===== config.mk =====
export PLATFORM = sky130hd
export DESIGN_NAME = calendar_day_stepper
export DESIGN_NICKNAME = d
export VERILOG_FILES = /design/src/hdl/cds_pkg.sv /design/src/hdl/cds_in_stage.sv /design/src/hdl/cds_date_core.sv /design/src/hdl/cds_out_stage.sv /design/src/hdl/calendar_day_stepper.sv
export SDC_FILE = /design/constraint.sdc
export NUM_CORES = 1
export LEC_CHECK = 0
export BUFFER_PORTS_ARGS = -buffer_cell sky130_fd_sc_hd__clkbuf_2
export CORE_MARGIN = 4
export CORE_UTILIZATION = 25
export DETAILED_ROUTE_END_ITERATION = 16
export HOLD_SLACK_MARGIN = 0.02
export MAX_ROUTING_LAYER = met4
export PLACE_DENSITY_LB_ADDON = 0.05
export SLEW_MARGIN = 25
export SYNTH_ARGS = -nofsm -noshare
export SYNTH_HDL_FRONTEND = slang
export SYNTH_SLANG_ARGS = --single-unit

===== constraint.sdc =====
create_clock -name clk_i -period 14.6 [get_ports clk_i]
set_input_delay 2.92 -clock clk_i [delete_from_list [all_inputs] [get_ports clk_i]]
set_output_delay 2.92 -clock clk_i [all_outputs]
set_load 0.005 [all_outputs]

===== src/hdl/cds_pkg.sv =====
// ----------------------------------------------------------------------------
// cds_pkg
// Shared types, codes and date arithmetic for the calendar day stepper.
// ----------------------------------------------------------------------------
package cds_pkg;

  localparam int unsigned YearW  = 14;
  localparam int unsigned MonthW = 4;
  localparam int unsigned DayW   = 5;
  localparam int unsigned WdayW  = 3;

  localparam logic [YearW-1:0]  YearMin    = YearW'(1);
  localparam logic [YearW-1:0]  YearMax    = YearW'(9999);
  localparam logic [MonthW-1:0] MonthFirst = MonthW'(1);
  localparam logic [MonthW-1:0] MonthLast  = MonthW'(12);
  localparam logic [DayW-1:0]   DayFirst   = DayW'(1);
  localparam logic [DayW-1:0]   DayLast    = DayW'(31);

  localparam logic [YearW-1:0]  ResetYear  = YearW'(2021);
  localparam logic [MonthW-1:0] ResetMonth = MonthW'(1);
  localparam logic [DayW-1:0]   ResetDay   = DayW'(1);

  // ceil(2^20 / 100); exact quotient for every 14-bit year
  localparam logic [YearW-1:0]  Recip100   = YearW'(10486);

  typedef enum logic [1:0] {
    OP_LOAD = 2'd0,
    OP_NEXT = 2'd1,
    OP_PREV = 2'd2,
    OP_NONE = 2'd3
  } cds_op_e;

  typedef struct packed {
    logic [DayW-1:0]   day;
    logic [MonthW-1:0] month;
    logic [YearW-1:0]  year;
    cds_op_e           op;
  } cds_item_t;

  typedef struct packed {
    logic              rejected;
    logic              leap;
    logic [DayW-1:0]   day;
    logic [MonthW-1:0] month;
    logic [YearW-1:0]  year;
  } cds_date_t;

  function automatic logic [7:0] div100(input logic [YearW-1:0] y);
    logic [2*YearW-1:0] p;
    p = (2*YearW)'(y) * (2*YearW)'(Recip100);
    return p[2*YearW-1:20];
  endfunction

  function automatic logic is_leap(input logic [YearW-1:0] y);
    logic [7:0]       q;
    logic [YearW-1:0] hund;
    q    = div100(y);
    hund = YearW'(q) * YearW'(100);
    return (y[1:0] == 2'b00) && ((y != hund) || (q[1:0] == 2'b00));
  endfunction

  function automatic logic [DayW-1:0] month_len(input logic [MonthW-1:0] m,
                                                input logic leap);
    logic [DayW-1:0] len;
    case (m)
      4'd2:                     len = leap ? DayW'(29) : DayW'(28);
      4'd4, 4'd6, 4'd9, 4'd11:  len = DayW'(30);
      default:                  len = DayW'(31);
    endcase
    return len;
  endfunction

  // 2m + floor(3(m+1)/5) for months 3..14
  function automatic logic [5:0] month_term(input logic [MonthW-1:0] m);
    logic [5:0] t;
    case (m)
      4'd3:    t = 6'd8;
      4'd4:    t = 6'd11;
      4'd5:    t = 6'd13;
      4'd6:    t = 6'd16;
      4'd7:    t = 6'd18;
      4'd8:    t = 6'd21;
      4'd9:    t = 6'd24;
      4'd10:   t = 6'd26;
      4'd11:   t = 6'd29;
      4'd12:   t = 6'd31;
      4'd13:   t = 6'd34;
      4'd14:   t = 6'd37;
      default: t = 6'd0;
    endcase
    return t;
  endfunction

  // 8 is 1 mod 7: fold octal digits
  function automatic logic [WdayW-1:0] mod7(input logic [14:0] v);
    logic [5:0] s1;
    logic [3:0] s2;
    s1 = 6'(v[2:0]) + 6'(v[5:3]) + 6'(v[8:6]) + 6'(v[11:9]) + 6'(v[14:12]);
    s2 = 4'(s1[2:0]) + 4'(s1[5:3]);
    if (s2 >= 4'd7) begin
      s2 = s2 - 4'd7;
    end
    return s2[WdayW-1:0];
  endfunction

  function automatic logic [WdayW-1:0] weekday(input logic [YearW-1:0] y,
                                               input logic [MonthW-1:0] m,
                                               input logic [DayW-1:0] d);
    logic [YearW-1:0]  ya;
    logic [MonthW-1:0] ma;
    logic [7:0]        q;
    logic [14:0]       s;
    if (m < 4'd3) begin
      ya = y - YearW'(1);
      ma = m + MonthW'(12);
    end else begin
      ya = y;
      ma = m;
    end
    q = div100(ya);
    s = 15'(d) + 15'(month_term(ma)) + 15'(ya) + 15'(ya >> 2) + 15'(q >> 2) - 15'(q);
    return mod7(s);
  endfunction

endpackage


===== src/hdl/cds_in_stage.sv =====
// ----------------------------------------------------------------------------
// cds_in_stage
// Input register: capture one request transaction and hold it until the
// date stage takes it.
// ----------------------------------------------------------------------------
module cds_in_stage import cds_pkg::*; (
  input  logic      clk_i,
  input  logic      rst_ni,
  input  logic      valid_i,
  output logic      ready_o,
  input  cds_item_t item_i,
  output logic      valid_o,
  input  logic      ready_i,
  output cds_item_t item_o
);

  logic      valid_q;
  cds_item_t item_q;

  assign ready_o = !valid_q || ready_i;
  assign valid_o = valid_q;
  assign item_o  = item_q;

  always_ff @(posedge clk_i or negedge rst_ni) begin
    if (!rst_ni) begin
      valid_q <= 1'b0;
    end else if (ready_o) begin
      valid_q <= valid_i;
    end
  end

  always_ff @(posedge clk_i) begin
    if (ready_o && valid_i) begin
      item_q <= item_i;
    end
  end

endmodule


===== src/hdl/cds_date_core.sv =====
// ----------------------------------------------------------------------------
// cds_date_core
// Date register with load, one-day advance and one-day step back, including
// month and year carry and borrow and range checks.
// ----------------------------------------------------------------------------
module cds_date_core import cds_pkg::*; (
  input  logic      clk_i,
  input  logic      rst_ni,
  input  logic      valid_i,
  output logic      ready_o,
  input  cds_item_t item_i,
  output logic      valid_o,
  input  logic      ready_i,
  output cds_date_t date_o
);

  logic              valid_q;
  logic              rej_q, rej_d;
  logic [YearW-1:0]  year_q, year_d;
  logic [MonthW-1:0] month_q, month_d;
  logic [DayW-1:0]   day_q, day_d;
  logic              leap_cur;
  logic              leap_load;
  logic [DayW-1:0]   len_cur;
  logic [DayW-1:0]   len_prev;
  logic [DayW-1:0]   len_load;

  assign leap_cur  = is_leap(year_q);
  assign leap_load = is_leap(item_i.year);
  assign len_cur   = month_len(month_q, leap_cur);
  assign len_prev  = month_len(month_q - MonthW'(1), leap_cur);
  assign len_load  = month_len(item_i.month, leap_load);

  always_comb begin
    year_d  = year_q;
    month_d = month_q;
    day_d   = day_q;
    rej_d   = 1'b0;
    case (item_i.op)
      OP_LOAD: begin
        if (item_i.year < YearMin || item_i.year > YearMax ||
            item_i.month < MonthFirst || item_i.month > MonthLast ||
            item_i.day < DayFirst || item_i.day > len_load) begin
          rej_d = 1'b1;
        end else begin
          year_d  = item_i.year;
          month_d = item_i.month;
          day_d   = item_i.day;
        end
      end
      OP_NEXT: begin
        if (day_q < len_cur) begin
          day_d = day_q + DayW'(1);
        end else if (month_q < MonthLast) begin
          month_d = month_q + MonthW'(1);
          day_d   = DayFirst;
        end else if (year_q < YearMax) begin
          year_d  = year_q + YearW'(1);
          month_d = MonthFirst;
          day_d   = DayFirst;
        end else begin
          rej_d = 1'b1;
        end
      end
      OP_PREV: begin
        if (day_q > DayFirst) begin
          day_d = day_q - DayW'(1);
        end else if (month_q > MonthFirst) begin
          month_d = month_q - MonthW'(1);
          day_d   = len_prev;
        end else if (year_q > YearMin) begin
          year_d  = year_q - YearW'(1);
          month_d = MonthLast;
          day_d   = DayLast;
        end else begin
          rej_d = 1'b1;
        end
      end
      default: begin
        rej_d = 1'b1;
      end
    endcase
  end

  assign ready_o = !valid_q || ready_i;
  assign valid_o = valid_q;

  always_comb begin
    date_o.rejected = rej_q;
    date_o.leap     = leap_cur;
    date_o.day      = day_q;
    date_o.month    = month_q;
    date_o.year     = year_q;
  end

  always_ff @(posedge clk_i or negedge rst_ni) begin
    if (!rst_ni) begin
      valid_q <= 1'b0;
      rej_q   <= 1'b0;
      year_q  <= ResetYear;
      month_q <= ResetMonth;
      day_q   <= ResetDay;
    end else if (ready_o) begin
      valid_q <= valid_i;
      if (valid_i) begin
        rej_q   <= rej_d;
        year_q  <= year_d;
        month_q <= month_d;
        day_q   <= day_d;
      end
    end
  end

endmodule


===== src/hdl/cds_out_stage.sv =====
// ----------------------------------------------------------------------------
// cds_out_stage
// Weekday of the current date and the result register toward the output.
// ----------------------------------------------------------------------------
module cds_out_stage import cds_pkg::*; (
  input  logic        clk_i,
  input  logic        rst_ni,
  input  logic        valid_i,
  output logic        ready_o,
  input  cds_date_t   date_i,
  output logic        valid_o,
  input  logic        ready_i,
  output logic [31:0] data_o
);

  logic        valid_q;
  logic [31:0] data_q, data_d;

  always_comb begin
    data_d = {4'b0, date_i.rejected, date_i.leap,
              weekday(date_i.year, date_i.month, date_i.day),
              date_i.day, date_i.month, date_i.year};
  end

  assign ready_o = !valid_q || ready_i;
  assign valid_o = valid_q;
  assign data_o  = data_q;

  always_ff @(posedge clk_i or negedge rst_ni) begin
    if (!rst_ni) begin
      valid_q <= 1'b0;
    end else if (ready_o) begin
      valid_q <= valid_i;
    end
  end

  always_ff @(posedge clk_i) begin
    if (ready_o && valid_i) begin
      data_q <= data_d;
    end
  end

endmodule


===== src/hdl/calendar_day_stepper.sv =====
// ----------------------------------------------------------------------------
// calendar_day_stepper
// Gregorian date counter with load, next day and previous day requests;
// reports the date, leap flag, weekday and a reject flag per request.
//
//   channel  dir  tdata                                      tuser
//   s_axis   in   load_year, load_month, load_day (24 bits)  operation
//   m_axis   out  year, month, day, weekday, leap, rejected  -
//
// One transaction per cycle sustained while the output is not stalled; a request
// passes through the input register, the date register and the result register.
// The date register feeds back on itself, which sets the rate.
// Reset puts the date at 2021-01-01 and empties all stages.
// A stalled output holds its transaction; input is still taken while any
// stage is empty.
// ----------------------------------------------------------------------------
module calendar_day_stepper import cds_pkg::*; (
  input  logic        clk_i,
  input  logic        rst_ni,
  input  logic        s_axis_tvalid,
  output logic        s_axis_tready,
  input  logic [23:0] s_axis_tdata,  // load_year[13:0], load_month[17:14], load_day[22:18]
  input  logic [1:0]  s_axis_tuser,  // operation[1:0]
  output logic        m_axis_tvalid,
  input  logic        m_axis_tready,
  output logic [31:0] m_axis_tdata   // year_now[13:0], month_now[17:14], day_now[22:18],
                                     // weekday[25:23], leap_year[26], rejected[27]
);

  cds_item_t in_item;
  cds_item_t s0_item;
  cds_date_t s1_date;
  logic      s0_valid, s0_ready;
  logic      s1_valid, s1_ready;

  always_comb begin
    in_item.op    = cds_op_e'(s_axis_tuser);
    in_item.year  = s_axis_tdata[13:0];
    in_item.month = s_axis_tdata[17:14];
    in_item.day   = s_axis_tdata[22:18];
  end

  cds_in_stage u_in (
    .clk_i   (clk_i),
    .rst_ni  (rst_ni),
    .valid_i (s_axis_tvalid),
    .ready_o (s_axis_tready),
    .item_i  (in_item),
    .valid_o (s0_valid),
    .ready_i (s0_ready),
    .item_o  (s0_item)
  );

  cds_date_core u_core (
    .clk_i   (clk_i),
    .rst_ni  (rst_ni),
    .valid_i (s0_valid),
    .ready_o (s0_ready),
    .item_i  (s0_item),
    .valid_o (s1_valid),
    .ready_i (s1_ready),
    .date_o  (s1_date)
  );

  cds_out_stage u_out (
    .clk_i   (clk_i),
    .rst_ni  (rst_ni),
    .valid_i (s1_valid),
    .ready_o (s1_ready),
    .date_i  (s1_date),
    .valid_o (m_axis_tvalid),
    .ready_i (m_axis_tready),
    .data_o  (m_axis_tdata)
  );

endmodule


==> qor.yml, run 1 <==
outcome: "finished clean"
hp-class: "flop to flop"
start_util: 0.253
dp_cells: 2922
grt_overflow_total: 0
crit_type: "flop to flop"
drt_iter0_drc: 360
area_growth_pct: 12.1
dp_hpwl_mm: 43.9
r2r_cells: 59
synth_common_cells: "ha_1, inv_1, fa_1, xnor2_1, nand2_1"
cts_buffer_depth: 2
yosysTopAreaCellShare: 0.315
hold_start: "u_core.rej_q"
clk_latency_ns: 0.38
grt_max_degree: 46
fin_crit_sh: 0.934
finalNetCount: 2694
slew_headroom: 0.437
syn_inst: 1868
synth_area_leaders: "ha_1, fa_1, inv_1, edfxtp_1, xnor2_1"
finalHoldViolations: 0
holdPathEnd: "u_out.data_o[27]"
synthMostInstantiatedCell: "ha_1"
max_slew.worst_pin.slew_ns: 0.844
grt_pass1_wl_mm: 81.6
io_buffers: 58
ys_ff_latch: 80
synthArstFlopShare: 0.338
dieArea_um2: 78300
utilization: 0.283
cp-startpoint: "u_core.year_q[2]"
synth_cell_type_count: 73
fin_worst_skew_ns: 0.0202
cts-root-buf: "clkbuf_16"
rrSetupSlack_ns: 0.96
rows: 99
synth.avg_cell_area_um2: 9.89
numClockSinks: 80
drcViolationCount: 0
final_cell_count_no_fill: 2945
antenna_found_initial: 0
worstPathRequired_ns: 14.72
cpMaxStageDelayCell: "fa_1"
gp_congestion: 0.775
cts_made_buffers: 9
cts_tree: "yes"
die_h_um: 280
antennaDiodeCount: 0
ys_seq_area_frac: 0.123
grt_pass1_vias: 13900
crit_family: "adder cells"
yosys_warnings: 0
cp_num_buf_inv: 15
wl_mm: 51.2
worst-path-max-fanout: 8
reg2reg_from: "u_core.year_q[2]"
worstPathArrival_ns: 13.76
num_vias: 12600
ant_nets: 0
fmax_mhz: 73.3
synth_area_um2: 18500
grt_use_total: 0.140
netlist.top_cell.by_area: "ha_1"
vias_per_cell: 4.27
htree_levels: 3
drv_cap: 0
clkTransAtPathRegs_ns: 0.07
startpoint_type: "flop"
synth_edf_count: 53
ctsHoldBuffers: 0
core_area_um2: 73100
drive_gt1_frac: 0.0901
cp.depth: 59
slew_viol_final: 0
r2r_end: "u_out.data_o[24]"
min_path_cells: 0
max_stage_delay_ns: 0.57
die_w_um: 280
rsz0062_at_grt: "false"
drt-pass1-iter-count: 4
fin_crit_ns: 13.64
io_pins: 64
crit_path_end_kind: "flop"
setup_viol_count_final: 0
wl_per_cell_um: 17.4
fin_setup_tns_ns: 0
dominantRegCellSynth: "edfxtp_1"
cell families (layout without fill, tap and decap cells):
logic type,count (synthesis),count (layout),synth area share
buffers and inverters,450,565,0.0927
flip-flops,80,80,0.123
adder cells (fa/ha/maj),683,683,0.551
XOR/XNOR,138,138,0.0669
other,1,4,0.000203
AO/OA/AOI/OAI,235,235,0.0824
AND/OR/NAND/NOR,256,256,0.0688
multiplexers,25,25,0.0141
metal layers:
metal  share of wire  up-vias  track usage  routed length [um]
met5               0        -            -                   0
met4           0.019        0       0.0324                 970
met3           0.012       28      0.00950                 604
met2            0.49       95        0.238               24900
met1            0.48     6123        0.184               24700
li1                -     6329            -                   -
cell usage in the layout (no fill, tap or decap), types with 7 or more instances in the layout:
cell and count:
a21o_1 23, a21oi_1 56, and3_1 11, buf_4 63, clkbuf_16 9, clkbuf_2 58, dfrtp_1 17, dfstp_2 10
edfxtp_1 53, fa_1 218, ha_1 465, inv_1 424, mux2i_1 20, nand2_1 76, nand2b_1 11, nand3_1 30
nand4_1 15, nor2_1 60, nor2b_1 13, nor3_1 15, o211ai_1 16, o21a_1 7, o21ai_0 63, o21bai_1 12
xnor2_1 103, xor2_1 31
worst register-to-register path: cells and delay by family (launching register included):
| family | cells | cell delay, ns |
|---|---|---|
| AOI/OAI and AO/OA | 15 | 2.38 |
| buffers and inverters | 15 | 1.48 |
| and+or+nand+nor | 8 | 0.95 |
| DFF | 1 | 0.55 |
| muxes | 1 | 0.37 |
| adders and majority gates | 17 | 7.08 |
| xor gates and xnor gates | 3 | 0.60 |
per-stage QoR:
step	setup WS [ns]	hold WS (ns)	cell area, um^2
detailed placement	0.418	0.448	20300
CTS	0.406	0.468	20600
global placement	0.415	0.450	20300
global route	0.00771	0.488	20700
floorplan	0.989	0.426	18500
finish	0.959	0.469	20700
flip-flops by register name, indices dropped and copies added, names as in the netlist:
name	count
u_core.day_q	5
u_core.month_q	4
u_core.rej_q	1
u_core.valid_o	1
u_core.year_q	14
u_in.item_o	25
u_in.valid_o	1
u_out.data_o	28
u_out.valid_o	1
what timing repair did:
item                                    4_1_cts  5_1_grt
setup buffers                                 0        7
endpoints found under the hold margin         0        0
resized for setup                             0       11
endpoints found under the setup margin        0        3
area by class of cell:
type / instances / area [um^2]
clock buffer: 10 / 229
clock inverter: 6 / 93.8
fill: 7783 / 52400
inverter: 428 / 1610
multi-input combinational: 1341 / 14500
sequential: 80 / 2280
tap: 959 / 1200
timing repair buffer: 121 / 763
worst max path at each step:
stage | endpoint | slack [ns]
after floorplan | u_out.data_o[24] | 0.99
after global placement | u_out.data_o[24] | 0.42
after detailed placement | u_out.data_o[24] | 0.42
after CTS | u_out.data_o[24] | 0.41
after global routing | u_out.data_o[24] | 0.008
final | u_out.data_o[24] | 0.96
Power of run 1 is left out: the tool's default activity adds up to more than one toggle a clock period on the data nets, which glitch-free logic cannot reach.
==> run 2, diff against run 1 <==
--- a/config.mk
+++ b/config.mk
@@ -6,6 +6,7 @@
 export NUM_CORES = 1
 export LEC_CHECK = 0
 export BUFFER_PORTS_ARGS = -buffer_cell sky130_fd_sc_hd__clkbuf_2
+export CORE_ASPECT_RATIO = 1.4
 export CORE_MARGIN = 4
 export CORE_UTILIZATION = 25
 export DETAILED_ROUTE_END_ITERATION = 16
==> run 2 against run 1 <==
Net effect:
- critical path depth shrank 1
- worst hold slack better by 0.012 ns
- maximum frequency increased by 0.38%
- register-to-register slack better by 0.05 ns
- via count grew 1.3%
- setup slack better by 0.052 ns
- die area barely moved
==> qor.yml, run 2 (synthesis gave the netlist of run 1 again) <==
cts_buffer_depth: 2  # unchanged
hold_start: "u_core.rej_q"
drv_cap: 0  # unchanged
dp_slack_ns: 0.633  # +0.215 ns
layout_commonest_cell: "ha_1"
min_path_cells: 0  # unchanged
dieArea_um2: 78300  # about the same
core_area_um2: 73000  # about the same
drive_gt1_frac: 0.100  # +0.0103
num_vias: 12700  # +1.3%
antenna_found_initial: 0  # unchanged
rows: 117  # +18%
cpMaxStageDelayCell: "dfstp_2"
numClockSinks: 80  # unchanged
rsz0062_at_grt: "false"
crit_path_end_kind: "flop"
r2r_end: "u_out.data_o[24]"
r2r_cells: 58  # -1.7%
fmax_mhz: 73.6  # +0.38%
fin_crit_sh: 0.931  # -0.00354
worst-path-max-fanout: 6  # -2
ctsHoldBuffers: 0  # unchanged
layout_common_cells: "ha_1, inv_1, fa_1"
die_w_um: 238  # -15%
antennaDiodeCount: 0  # unchanged
max_stage_delay_ns: 0.53  # -0.04 ns
startpoint_type: "flop"
grt_pass1_vias: 14300  # +2.5%
largest_register_ffs: 28  # unchanged
grt_overflow_total: 0  # unchanged
crit_top_cell: "inv_1"
crit_family: "adder cells"
max_slew.worst_pin.slew_ns: 0.909  # +0.0652 ns
worstPathRequired_ns: 14.74  # +0.02 ns
gp_congestion: 0.804  # +3.8%
clkTransAtPathRegs_ns: 0.08  # about the same
hp-class: "flop to flop"
worstPathArrival_ns: 13.73  # -0.03 ns
start_util: 0.253  # about the same
drcViolationCount: 0  # unchanged
fin_setup_tns_ns: 0  # unchanged
vias_per_cell: 4.30  # +0.73%
finalNetCount: 2719  # +0.93%
slew_headroom: 0.394  # -0.0434
cts_made_buffers: 9  # unchanged
drt_iter0_drc: 245  # -32%
grt_use_total: 0.144  # +0.00403
grt_pass1_wl_mm: 83.6  # +2.4%
cts-root-buf: "clkbuf_16"
rrSetupSlack_ns: 1.01  # +0.05 ns
cp_num_buf_inv: 13  # -2
clk_latency_ns: 0.38  # about the same
setup_viol_count_final: 0  # unchanged
ant_nets: 0  # unchanged
wl_mm: 53.2  # +3.8%
hold_slack_ns: 0.481  # +0.0119 ns
slew_viol_final: 0  # unchanged
grt_max_degree: 46  # unchanged
wl_per_cell_um: 17.9  # +3.2%
htree_levels: 3  # unchanged
cts_tree: "yes"
holdPathEnd: "u_out.data_o[27]"
area_growth_pct: 13.0
crit_type: "flop to flop"
reg2reg_from: "u_core.year_q[2]"
drt-pass1-iter-count: 5  # +1
cp-startpoint: "u_core.year_q[2]"
io_buffers: 58  # unchanged
finalHoldViolations: 0  # unchanged
die_h_um: 330  # +18%
dp_hpwl_mm: 46.1  # +5.1%
io_pins: 64  # unchanged
fin_crit_ns: 13.59  # -0.0517 ns
outcome: "finished clean"
fin_worst_skew_ns: 0.0152  # -0.00506 ns
setup_slack_ns: 1.01  # +0.0517 ns
-- run 2: cell count changes in the layout (fill, tap and decap cells not counted), moves of 2 or more --
cell      change
clkinv_4      -2
o21ai_1       -2
inv_6         +2
buf_4        +24
inv_1         +2
o21ai_0       +2
-- run 2: worst max path at each step --
stage	slack (ns)	depth (start not counted)	end
after floorplan	0.99	59	u_out.data_o[24]
after detailed placement	0.63	57	u_out.data_o[24]
after global placement	0.61	57	u_out.data_o[24]
after CTS	0.54	57	u_out.data_o[24]
final	1.01	58	u_out.data_o[24]
after global routing	0.01	58	u_out.data_o[24]
-- run 2: metal layers --
metal	share of wire	vias to the layer above	wire [um]	track usage
li1	-	6365	-	-
met1	0.41	6271	21600	0.159
met2	0.57	81	30300	0.283
met3	0.0090	27	479	0.00829
met4	0.015	0	809	0.0291
met5	0	-	0	-
-- run 2: timing repair --
| item | CTS | global route |
|---|---|---|
| gates resized for setup | 0 | 5 |
| endpoints found under the setup margin | 0 | 2 |
| endpoints found under the hold margin | 0 | 0 |
| setup buffers | 0 | 1 |
-- run 2: per-stage QoR --
step | instances | utilization | instance area (um^2)
global route | 2963 | 0.286 | 20900
detailed placement | 2946 | 0.281 | 20500
global placement | 2946 | 0.281 | 20500
CTS | 2962 | 0.285 | 20800
floorplan | 1871 | - | 18500
finish | 2963 | 0.286 | 20900
-- run 2: final cells by class --
| type | instances | area [um^2] |
|---|---|---|
| Multi-Input combinational cell | 1341 | 14500 |
| Inverter | 428 | 1610 |
| Clock inverter | 7 | 85.1 |
| Tap cell | 952 | 1190 |
| Timing Repair Buffer | 146 | 963 |
| Clock buffer | 9 | 225 |
| Fill cell | 7773 | 52200 |
| Sequential cell | 80 | 2280 |
Power of run 2 is left out for the same reason.
==> run 3, diff against run 2 <==
--- a/config.mk
+++ b/config.mk
@@ -5,6 +5,7 @@
 export SDC_FILE = /design/constraint.sdc
 export NUM_CORES = 1
 export LEC_CHECK = 0
+export ABC_AREA = 1
 export BUFFER_PORTS_ARGS = -buffer_cell sky130_fd_sc_hd__clkbuf_2
 export CORE_ASPECT_RATIO = 1.4
 export CORE_MARGIN = 4
==> run 3 against run 2 <==
Net effect:
- non-clock buffer count shrank 56
- global-route usage grew 0.44 points
- utilization shrank 0.69 points
- worst hold slack lost 0.014 ns
- sequential cell count is the same
- count of clock-buffer cells in the layout is the same
- sequential share of layout area shrank 0.22 points
- synthesized cell count grew 18%
- critical endpoint unchanged
==> qor.yml, run 3 <==
drv_cap: 0  # unchanged
worst-path-max-fanout: 11  # +5
synth_edf_count: 53  # unchanged
grt_max_degree: 39  # -15%
clk_latency_ns: 0.37  # about the same
slew_headroom: 0.445  # +0.0513
ant_nets: 0  # unchanged
crit_type: "flop to flop"
cts-root-buf: "clkbuf_16"
worstPathArrival_ns: 13.60  # -0.13 ns
worstPathRequired_ns: 14.72  # -0.02 ns
cts_setup_buffers: 0  # unchanged
wl_mm: 57.8  # +8.6%
die_h_um: 337  # +2.1%
cts_buffer_depth: 2  # unchanged
wl_per_cell_um: 17.6  # -1.7%
finalNetCount: 3005  # +11%
startpoint_type: "flop"
grt_pass1_vias: 16000  # +12%
max_slew.worst_pin.slew_ns: 0.832  # -0.0770 ns
dp_cells: 3257  # +11%
cts-resized-gates: 0  # unchanged
drt-pass1-iter-count: 5  # unchanged
finalHoldViolations: 0  # unchanged
fmax_mhz: 74.2  # +0.81%
hold_slack_ns: 0.466  # -0.0144 ns
rows: 120  # +2.6%
ctsHoldBuffers: 0  # unchanged
io_pins: 64  # unchanged
fin_crit_sh: 0.923  # -0.00748
drcViolationCount: 0  # unchanged
antenna_found_initial: 0  # unchanged
layout_commonest_cell: "inv_1"
grt_pass1_wl_mm: 91.2  # +9.1%
area_growth_pct: 10.5
fin_setup_tns_ns: 0  # unchanged
fin_crit_ns: 13.48  # -0.109 ns
synth_area_leaders: "ha_1, fa_1, inv_1, edfxtp_1, nand2_1"
hp-class: "flop to flop"
multiInputGateArea_um2: 14900  # +2.9%
synth_cell_type_count: 58  # -21%
grt_use_total: 0.149  # +0.00442
die_w_um: 243  # +2.1%
synth_area_um2: 19300  # +4.4%
max_stage_delay_ns: 0.70  # +0.17 ns
layout_common_cells: "inv_1, ha_1, nand2_1"
gp_congestion: 0.801  # -0.37%
ys_ff_latch: 80  # unchanged
num_vias: 14300  # +12%
register_area_um2: 2280  # unchanged
numClockSinks: 80  # unchanged
htree_levels: 3  # unchanged
crit_path_end_kind: "flop"
drt_iter0_drc: 394  # +61%
yosysTopAreaCellShare: 0.302  # -0.0133
antennaDiodeCount: 0  # unchanged
vias_per_cell: 4.36  # +1.4%
final_cell_count_no_fill: 3273  # +10%
dieArea_um2: 81700  # +4.3%
cts_tree: "yes"
start_util: 0.252  # -0.000520
grt_overflow_total: 0  # unchanged
synth_common_cells: "inv_1, ha_1, nand2_1, fa_1, a21oi_1"
cpMaxStageDelayCell: "dfstp_2"
syn_inst: 2208  # +18%
largest_register_ffs: 28  # unchanged
dp_hpwl_mm: 50.8  # +10%
core_area_um2: 76400  # +4.6%
nFillCells: 8238  # +6.0%
outcome: "finished clean"
synth.avg_cell_area_um2: 8.73  # -12%
cts_made_buffers: 9  # unchanged
fin_worst_skew_ns: 0.0109  # -0.00431 ns
netlist.top_cell.by_area: "ha_1"
io_buffers: 58  # unchanged
crit_top_cell: "fa_1"
final_area_um2: 21300  # +2.1%
synthMostInstantiatedCell: "inv_1"
synthArstFlopShare: 0.338  # unchanged
clkTransAtPathRegs_ns: 0.08  # about the same
rsz0062_at_grt: "false"
dominantRegCellSynth: "edfxtp_1"
slew_viol_final: 0  # unchanged
post_dp_cell_area_um2: 21000  # +2.2%
drive_gt1_frac: 0.0697  # -0.0308
ys_seq_area_frac: 0.118  # -0.00521
setup_viol_count_final: 0  # unchanged
rrSetupSlack_ns: 1.12  # +0.11 ns
yosys_warnings: 0  # unchanged
-- run 3: final cells by class --
type / instances / area share
clock inverters: 7 / 0.00529
inverters: 527 / 0.0928
flip-flops and latches: 80 / 0.107
clock buffers: 9 / 0.0106
multi-input cells: 1584 / 0.701
repair buffers: 90 / 0.0258
well taps: 976 / 0.0573
-- run 3: kinds of logic after synthesis --
group | Yosys count | share of synthesized area
DFF | 80 | 0.118
other | 1 | 0.000195
and+or+nand+nor | 515 | 0.115
xor gates and xnor gates | 89 | 0.0404
AOI/OAI and AO/OA | 293 | 0.0893
adders and majority gates | 683 | 0.528
buffers and inverters | 547 | 0.108
-- run 3: worst paths after layout --
kind / from / endpoint / depth (start not counted)
max in group asynchronous: rst_ni / u_core.year_q[4] / 1
worst min-delay path: u_core.rej_q / u_out.data_o[27] / 0
worst max register to register: u_core.year_q[2] / u_out.data_o[24] / 51
worst min register to register: u_core.rej_q / u_out.data_o[27] / 0
min in group asynchronous: rst_ni / u_core.day_q[4] / 1
worst max-delay path: u_core.year_q[2] / u_out.data_o[24] / 51
-- run 3: worst max-delay path, delay by kind of cell, from the launching register on --
| family | cells | cell delay (ns) |
|---|---|---|
| AOI/OAI and AO/OA | 4 | 0.65 |
| xor gates and xnor gates | 4 | 0.88 |
| adders and majority gates | 20 | 8.27 |
| buffers and inverters | 12 | 1.00 |
| DFF | 1 | 0.70 |
| and+or+nand+nor | 11 | 1.74 |
-- run 3: metrics by stage --
step	worst slack (ns)	util
finish	1.12	0.279
global route	0.138	0.279
CTS	0.761	0.279
detailed placement	0.806	0.274
global placement	0.864	0.274
floorplan	2.08	-
-- run 3: layer usage --
layer,GRT usage,vias to the layer above,wire length (um)
li1,-,7243,-
met2,0.291,105,32200
met5,-,-,0
met3,0.00764,39,507
met1,0.168,6883,24200
met4,0.0279,0,867
Power of run 3 is left out for the same reason.
